$ cat src/bad4d_pkg.sv
`timescale 1ns / 1ps

package bad4d_pkg;

  // Default sizes for the top-level parameters.
  localparam int SampleBitsDef = 16;
  localparam int AccDepthDef   = 4096;

  // Fixed field widths.
  localparam int MaxFactor = 16;
  localparam int MaxSize   = 4096;
  localparam int SizeW     = 13;
  localparam int FactorW   = 5;
  localparam int CoordW    = 12;
  localparam int PhaseW    = FactorW;
  localparam int WinW      = 4 * FactorW;
  localparam int AccW      = 32;
  localparam int CntW      = 6;
  localparam int ApbAddrW  = 5;
  localparam int ApbDataW  = 32;

  // Configuration register file.
  typedef struct packed {
    logic [SizeW-1:0]   size_x;
    logic [SizeW-1:0]   size_y;
    logic [SizeW-1:0]   size_z;
    logic [FactorW-1:0] factor_x;
    logic [FactorW-1:0] factor_y;
    logic [FactorW-1:0] factor_z;
    logic [FactorW-1:0] factor_w;
  } cfg_t;

  // Register indexes on the APB port.
  typedef enum logic [2:0] {
    REG_SIZE_X,
    REG_SIZE_Y,
    REG_SIZE_Z,
    REG_FACTOR_X,
    REG_FACTOR_Y,
    REG_FACTOR_Z,
    REG_FACTOR_W
  } reg_idx_t;

  // Which quotient the shared divider is producing.
  typedef enum logic [2:0] {
    DIV_OX,
    DIV_OY,
    DIV_OZ,
    DIV_CX,
    DIV_CY,
    DIV_CZ,
    DIV_AVG
  } div_sel_t;

  // Controller states.
  typedef enum logic [3:0] {
    S_IDLE,
    S_DIV_GO,
    S_DIV_WAIT,
    S_CHECK,
    S_CELL_A,
    S_CELL_B,
    S_RD,
    S_WR,
    S_EMIT,
    S_ADVANCE
  } state_t;

  // Commands from the controller to the datapath.
  typedef struct packed {
    logic     load_item;
    logic     div_start;
    div_sel_t div_sel;
    logic     cell_a;
    logic     cell_b;
    logic     ram_rd;
    logic     acc_wr;
    logic     emit;
    logic     advance;
  } cmd_t;

  // Status from the datapath to the controller.
  typedef struct packed {
    logic div_done;
    logic div_busy;
    logic in_window;
    logic is_last;
    logic out_full;
  } status_t;

  // A zero extent acts as one, anything above the maximum as the maximum.
  function automatic logic [SizeW-1:0] eff_size(input logic [SizeW-1:0] v);
    logic [SizeW-1:0] r;
    if (v == '0) begin
      r = SizeW'(1);
    end else if (v > SizeW'(MaxSize)) begin
      r = SizeW'(MaxSize);
    end else begin
      r = v;
    end
    return r;
  endfunction

  // A zero factor acts as one, anything above the maximum as the maximum.
  function automatic logic [FactorW-1:0] eff_factor(input logic [FactorW-1:0] v);
    logic [FactorW-1:0] r;
    if (v == '0) begin
      r = FactorW'(1);
    end else if (32'(v) > MaxFactor) begin
      r = FactorW'(MaxFactor);
    end else begin
      r = v;
    end
    return r;
  endfunction

endpackage

$ cat src/bad4d_ctrl.sv
`timescale 1ns / 1ps

module bad4d_ctrl import bad4d_pkg::*; (
  input  logic    clk,
  input  logic    rst,
  input  logic    in_valid,
  output logic    in_ready,
  output cmd_t    cmd,
  input  status_t status
);

  state_t   state, state_next;
  div_sel_t div_sel, div_sel_next;

  // State registers.
  always_ff @(posedge clk) begin
    if (rst) begin
      state   <= S_IDLE;
      div_sel <= DIV_OX;
    end else begin
      state   <= state_next;
      div_sel <= div_sel_next;
    end
  end

  // Next state.
  always_comb begin
    state_next   = state;
    div_sel_next = div_sel;
    case (state)
      S_IDLE: begin
        if (in_valid) begin
          state_next   = S_DIV_GO;
          div_sel_next = DIV_OX;
        end
      end
      S_DIV_GO: state_next = S_DIV_WAIT;
      S_DIV_WAIT: begin
        if (status.div_done) begin
          case (div_sel)
            DIV_OX: begin
              div_sel_next = DIV_OY;
              state_next   = S_DIV_GO;
            end
            DIV_OY: begin
              div_sel_next = DIV_OZ;
              state_next   = S_DIV_GO;
            end
            DIV_OZ: begin
              div_sel_next = DIV_CX;
              state_next   = S_DIV_GO;
            end
            DIV_CX: begin
              div_sel_next = DIV_CY;
              state_next   = S_DIV_GO;
            end
            DIV_CY: begin
              div_sel_next = DIV_CZ;
              state_next   = S_DIV_GO;
            end
            DIV_CZ:  state_next = S_CHECK;
            DIV_AVG: state_next = S_EMIT;
            default: state_next = S_IDLE;
          endcase
        end
      end
      S_CHECK:  state_next = status.in_window ? S_CELL_A : S_ADVANCE;
      S_CELL_A: state_next = S_CELL_B;
      S_CELL_B: state_next = S_RD;
      S_RD:     state_next = S_WR;
      S_WR: begin
        if (status.is_last) begin
          state_next   = S_DIV_GO;
          div_sel_next = DIV_AVG;
        end else begin
          state_next = S_ADVANCE;
        end
      end
      S_EMIT: begin
        if (!status.out_full) begin
          state_next = S_ADVANCE;
        end
      end
      S_ADVANCE: state_next = S_IDLE;
      default:   state_next = S_IDLE;
    endcase
  end

  // Outputs.
  always_comb begin
    cmd         = '0;
    cmd.div_sel = div_sel;
    in_ready    = 1'b0;
    case (state)
      S_IDLE: begin
        in_ready      = 1'b1;
        cmd.load_item = in_valid;
      end
      S_DIV_GO:  cmd.div_start = 1'b1;
      S_CELL_A:  cmd.cell_a    = 1'b1;
      S_CELL_B:  cmd.cell_b    = 1'b1;
      S_RD:      cmd.ram_rd    = 1'b1;
      S_WR:      cmd.acc_wr    = 1'b1;
      S_EMIT:    cmd.emit      = !status.out_full;
      S_ADVANCE: cmd.advance   = 1'b1;
      default: ;
    endcase
  end

  // The output register is never overwritten while it still holds a result.
  a_emit_free: assert property (@(posedge clk) disable iff (rst)
    cmd.emit |-> !status.out_full)
    else $error("result loaded over a pending result");

  // The divider is only started when idle.
  a_div_idle: assert property (@(posedge clk) disable iff (rst)
    cmd.div_start |-> !status.div_busy)
    else $error("divider started while busy");

  // An accepted request starts with the first extent division.
  a_accept_seq: assert property (@(posedge clk) disable iff (rst)
    (in_valid && in_ready) |=> (state == S_DIV_GO && div_sel == DIV_OX))
    else $error("request not followed by division sequence");

  // Closing a window always leads to the average division.
  a_last_avg: assert property (@(posedge clk) disable iff (rst)
    (state == S_WR && status.is_last) |=> (state == S_DIV_GO && div_sel == DIV_AVG))
    else $error("completed window did not start averaging");

endmodule

$ cat config.mk
export PLATFORM = sky130hd
export DESIGN_NAME = bad4d_ctrl
export DESIGN_NICKNAME = d
export VERILOG_FILES = /design/src/bad4d_pkg.sv /design/src/bad4d_ctrl.sv
export SDC_FILE = /design/constraint.sdc
export NUM_CORES = 1
export LEC_CHECK = 0
export ABC_AREA = 1
export BUFFER_PORTS_ARGS = -buffer_cell sky130_fd_sc_hd__buf_2
export CORE_MARGIN = 4
export CORE_UTILIZATION = 30
export DETAILED_ROUTE_END_ITERATION = 10
export PLACE_DENSITY = 0.52
export SLEW_MARGIN = 30
export SYNTH_ARGS = -nofsm -noshare
export SYNTH_HDL_FRONTEND = slang
export SYNTH_SLANG_ARGS = --single-unit
$ cat constraint.sdc
create_clock -name clk -period 2.3 [get_ports clk]
set_input_delay 0.23 -clock clk [delete_from_list [all_inputs] [get_ports clk]]
set_output_delay 0.23 -clock clk [all_outputs]
set_load 0.05 [all_outputs]
==> results of run 1 <==
## worst reg2reg max path: cells and delay by family (launching register included)
kind          cells  cell delay (ns)
flops             1             0.38
simple gates      8             0.72
buf+inv           1             0.08
## cells by family (layout without fill, tap and decap cells)
group	after synthesis	count (layout)	synth area share, %
compound gates	9	9	8.52
buf+inv	18	40	12.1
flops	7	7	25.1
simple gates	68	68	54.3
## worst max-delay path by stage
stage / slack [ns] / to / cells past startpoint / start
2_1_floorplan: 0.42 / cmd[10] / 3 / state[0]
3_3_place_gp: 0.94 / cmd[1] / 4 / state[0]
3_5_place_dp: 0.95 / cmd[1] / 4 / state[0]
4_1_cts: 0.67 / cmd[1] / 4 / state[0]
5_1_grt: 0.56 / cmd[1] / 4 / state[0]
6_report: 0.67 / cmd[1] / 4 / state[0]
## layout by cell type (no fill, tap or decap)
master	instances
inv_1	16
a21oi_1	6
nand2_2	4
buf_2	18
clkbuf_4	3
nor3_1	3
nor2_1	23
clkbuf_1	1
inv_2	2
nand3_1	8
nor2_2	4
nand3_2	1
nand2_1	24
o21ai_0	2
a22oi_1	1
dfxtp_1	7
nor2_4	1
## cell type report
type | instances | area [um2]
fillers | 202 | 1040
inverters | 18 | 67.6
clock buffers | 4 | 26.3
multi-input cells | 77 | 350
well taps | 25 | 31.3
flip-flops and latches | 7 | 140
repair buffers | 18 | 90.1
## metal layers
| metal | GRT usage (%) | share of wire [%] |
|---|---|---|
| met3 | 1.17 | 3.4 |
| met1 | 15.6 | 50 |
| met2 | 17.2 | 46 |
| met5 | 0 | 0 |
| met4 | 8.07 | 1.3 |
## per-stage QoR
step | worst slack, ns | total power, W | hold slack (ns) | cells | utilization, %
after floorplan | 0.420 | 0.000391 | 0.299 | 102 | -
after global placement | 0.943 | 0.000453 | 0.461 | 145 | 38.9
after detailed placement | 0.945 | 0.000452 | 0.472 | 145 | 38.9
after CTS | 0.667 | 0.000564 | 0.206 | 149 | 40.4
after global routing | 0.555 | 0.000604 | 0.218 | 149 | 40.4
final | 0.667 | 0.000556 | 0.210 | 149 | 40.4
## power by group
part,internal [W],switching [W],total [W]
Clock,0.0000659,0.0000405,0.000106
Sequential,0.000141,0.0000268,0.000168
Combinational,0.0000753,0.000206,0.000281
## sequential cells by signal, indices dropped and copies added, names as in the netlist
signal,count
state,4
div_sel,3
==> flow_summary_export.csv, run 1 <==
group,metric,value,unit
run_status,status,"complete, no violations",
power_and_ir_drop,power_per_cell_area,788,nW/um2
worst_setup_path,reg2reg_to,"div_sel[2]",
clocking,postCtsSetupBuffers,0,
timing,timing.slew.headroom,82.3,%
timing,timing.setup.tns,0,ns
synth,synth_seq_cells,7,
worst_setup_path,setup.worst_path.class,"reg2out",
grt,grt_remaining_overflow,0,
synth,syn-num-nets,110,
synth,synth_common_cells,"nand2_1, nor2_1, inv_1",
grt,grt_pass1_wl,2300,um
worst_setup_path,critPathBufInv,1,
route,drt_iter0_drc,16,
grt,antenna_found_initial,0,
synth,synth_top_cell_area_share,25.1,%
clocking,insertion_delay,0.24,ns
cells_and_area,insertedDiodeCount,0,
route,vias,656,
clocking,cts.htree.levels,1,
synth,ys_top_cells_by_area,"dfxtp_1, nand2_1, nor2_1",
timing,worst_pin_slew,0.265,ns
grt,grt_start_max_net_pins,7,
synth,synthCells,102,
worst_setup_path,regToRegSetupSlack,1.02,ns
route,dr.pass1.iters,4,
worst_setup_path,startpoint_type,"flip-flop",
route,drcViolationCount,0,
clocking,cts_sinks,7,
job,drv_cap,0,
clocking,cts_hold_buf,0,
place,port_buffers,18,
place,place_area,679,um2
timing,setup_viol,0,
power_and_ir_drop,p_leak,0.384,nW
grt,grt_pass1_vias,549,
floorplanning,dieArea,2610,um2
floorplanning,ioPinCount,20,
clocking,clk_pin_slew,0.05,ns
floorplanning,fp-row-count,15,
worst_setup_path,critical_path_required,2.07,ns
worst_setup_path,critPathMaxStageDelay,0.35,ns
cells_and_area,final_nets,133,
floorplanning,fp.dieH,51.1,um
route,routed_wl,1370,um
cells_and_area,fin_area,706,um2
place,dp_hpwl,1170,um
worst_setup_path,cp_slowest_cell,"dfxtp_1",
timing,clock.fmax,612,MHz
grt,grtUsageTotal,11.6,%
synth,synth_area,558,um2
timing,grt_setup_unrepaired,"false",
worst_setup_path,cp_common_cell,"nor2_1",
timing,slew_viol_final,0,
clocking,cts_tree,"done",
synth,synth_edf_count,0,
timing,finalHoldViolations,0,
hold_path,min_from,"rst",
floorplanning,core_area,1750,um2
worst_setup_path,crit_fanout,6,
floorplanning,die_w,51.1,um
timing,fin_crit_sh,71.0,%
route,via_per_inst,4.40,
power_and_ir_drop,ir_worst_vdd,0.419,mV
cells_and_area,areaGrowthSynthToFinish,26.5,%
clocking,clockBufferDepth,2,
place,gp_congestion,0.895,
synth,synth_top_cell_by_area,"dfxtp_1",
worst_setup_path,end_kind,"output pin",
synth,synth.most_common_cell,"nand2_1",
synth,async_reset_ff_share,0,%
clocking,root_buffer,"clkbuf_4",
cells_and_area,drive_gt1_share,26.6,%
hold_path,holdPathStages,2,
synth,yosys_warnings,0,
route,drtAntennaViolNets,0,
timing,timing.final.crit_period,1.63,ns
synth,synth.distinct_cells,14,
worst_setup_path,ff2ff_path_depth,9,
worst_setup_path,path_delay_family,"simple AND/OR/NAND/NOR gates",
synth,avgSynthCellArea,5.47,um2
timing,fin_worst_skew,0.00279,ns
synth,ys_seq_area_share,25.1,%
worst_setup_path,cp.arrival,1.40,ns
hold_path,hp-class,"in2reg",
route,wl_per_cell,9.20,um
synth,ys.flop_type,"dfxtp_1",
clocking,cts_buffers,3,
worst_setup_path,r2r-start,"state[2]",
clocking,cts_resized,0,
hold_path,hold_end,"state[1]",
worst_setup_path,crit_path_cell_trace,"nor2_1, nand3_1, nor2_1, buf_2",
floorplanning,start_util,32.0,%
Note: power is estimated with default switching activity, not from simulation.
==> inputs of run 2 (changes only) <==
clock period = 1.69 ns   (was 2.3 ns; I/O delays follow)
==> run 2 against run 1 <==
- clock power grew 49%
- clock-buffer cell count is the same
- sequential share of layout area shrank 0.28 points
- sequential power grew 36%
- worst setup slack lost 0.55 ns
- largest cell class unchanged
- clock skew is essentially flat
- die area is the same
==> flow_summary_export.csv, run 2 (synthesis gave the netlist of run 1 again) <==
group,metric,value,unit
run_status,status,"complete, no violations",
power_and_ir_drop,power_per_cell_area,1070,nW/um2
cells_and_area,largestRegisters,"state (4), div_sel (3)",
cells_and_area,mostFrequentLayoutCells,"nand2_1, nor2_1, buf_2, inv_1, nand3_1",
timing,timing.final.crit_period,1.57,ns
floorplanning,core_area,1750,um2
hold_path,hp-class,"in2reg",
route,via_per_inst,4.32,
worst_setup_path,end_kind,"output pin",
cells_and_area,drive_gt1_share,28.2,%
place,pre_cts_slack,0.382,ns
floorplanning,die_w,51.1,um
cells_and_area,utilization,41.0,%
grt,antenna_found_initial,0,
cells_and_area,final_common_cell,"nand2_1",
timing,fin_crit_sh,92.9,%
cells_and_area,n_fill_cell,198,
worst_setup_path,critPathMaxStageDelay,0.36,ns
worst_setup_path,critPathBufInv,1,
cells_and_area,final_nets,133,
route,routed_wl,1400,um
power_and_ir_drop,p_leak,0.385,nW
timing,finalHoldViolations,0,
hold_path,min_from,"rst",
grt,grt_pass1_vias,563,
grt,grtUsageTotal,12.4,%
floorplanning,dieArea,2610,um2
worst_setup_path,r2r-start,"state[3]",
worst_setup_path,cp-startpoint,"state[0]",
route,drtAntennaViolNets,0,
worst_setup_path,critical_path_required,1.52,ns
worst_setup_path,cp_common_cell,"nor2_1",
clocking,clk_pin_slew,0.06,ns
clocking,postCtsSetupBuffers,0,
timing,clock.fmax,637,MHz
worst_setup_path,cp.arrival,1.40,ns
timing,setup_viol,0,
grt,grt_start_max_net_pins,7,
worst_setup_path,crit_fanout,6,
timing,fin_ws,0.119,ns
place,dpl.cell_count,145,
cells_and_area,insertedDiodeCount,0,
floorplanning,fp.dieH,51.1,um
grt,grt_pass1_wl,2370,um
timing,timing.setup.tns,0,ns
clocking,cts.htree.levels,1,
timing,slew_viol_final,0,
place,port_buffers,18,
route,wl_per_cell,9.37,um
place,gp_congestion,0.769,
clocking,cts_sinks,7,
cells_and_area,areaGrowthSynthToFinish,28.3,%
clocking,cts_buffers,3,
route,drt_iter0_drc,8,
clocking,cts_resized,0,
worst_setup_path,path_delay_family,"simple AND/OR/NAND/NOR gates",
place,dp_hpwl,1150,um
floorplanning,fp-row-count,15,
clocking,root_buffer,"clkbuf_4",
timing,grt_setup_unrepaired,"false",
worst_setup_path,crit_path_cell_trace,"nor2_1, nand3_1, nor2_1, buf_2",
cells_and_area,regMostFlops,"state",
worst_setup_path,startpoint_type,"flip-flop",
worst_setup_path,setup.worst_path.class,"reg2out",
route,dr.pass1.iters,4,
worst_setup_path,cp_slowest_cell,"dfxtp_1",
timing,timing.slew.headroom,83.4,%
floorplanning,start_util,32.0,%
place,place_area,689,um2
cells_and_area,post_layout_nonfiller_instances,149,
timing,worst_pin_slew,0.249,ns
clocking,insertion_delay,0.26,ns
cells_and_area,largest_reg_flops,4,
job,drv_cap,0,
power_and_ir_drop,ir_worst_vdd,0.558,mV
clocking,cts_hold_buf,0,
timing,fin_worst_skew,0.00288,ns
grt,grt_remaining_overflow,0,
clocking,clockBufferDepth,2,
clocking,cts_tree,"done",
route,vias,644,
cells_and_area,fin_area,716,um2
floorplanning,ioPinCount,20,
route,drcViolationCount,0,
==> run 2: worst paths after layout <==
| kind | endpoint | cells after the start | slack [ns] |
|---|---|---|---|
| max | cmd[1] | 4 | 0.12 |
| min | state[3] | 2 | 0.14 |
| max reg2reg | div_sel[2] | 9 | 0.40 |
| min reg2reg | div_sel[0] | 2 | 0.54 |
==> run 2: layout make-up <==
cell class | instances | area (um2) | area share [%]
timing repair buffer | 18 | 90.1 | 12.6
multi-input combinational | 77 | 360 | 50.3
tap | 25 | 31.3 | 4.37
sequential | 7 | 140 | 19.6
inverter | 18 | 67.6 | 9.44
clock buffer | 4 | 26.3 | 3.67
==> run 2: layer usage <==
| metal | vias up | global-route usage, % | wire [um] | part of all wire, % |
|---|---|---|---|---|
| met5 | - | 0 | 0 | 0 |
| met4 | 0 | 10.8 | 38 | 2.7 |
| met3 | 4 | 1.75 | 75 | 5.4 |
| met2 | 21 | 15.7 | 551 | 39 |
| met1 | 262 | 17.7 | 732 | 52 |
| li1 | 357 | - | - | - |
==> run 2: metrics by stage <==
| stage | power (W) | hold WS [ns] |
|---|---|---|
| after floorplan | 0.000537 | 0.238 |
| after global placement | 0.000616 | 0.404 |
| after detailed placement | 0.000616 | 0.411 |
| after CTS | 0.000779 | 0.133 |
| after global routing | 0.000832 | 0.140 |
| final | 0.000769 | 0.141 |
==> run 2: report_power, final <==
part | leakage (nW) | total, W | switching [W] | internal [W]
Sequential | 0.0573 | 0.000228 | 0.0000360 | 0.000192
Clock | 0.0150 | 0.000158 | 0.0000679 | 0.0000905
Combinational | 0.313 | 0.000383 | 0.000279 | 0.000103
Total | 0.385 | 0.000769 | 0.000383 | 0.000386
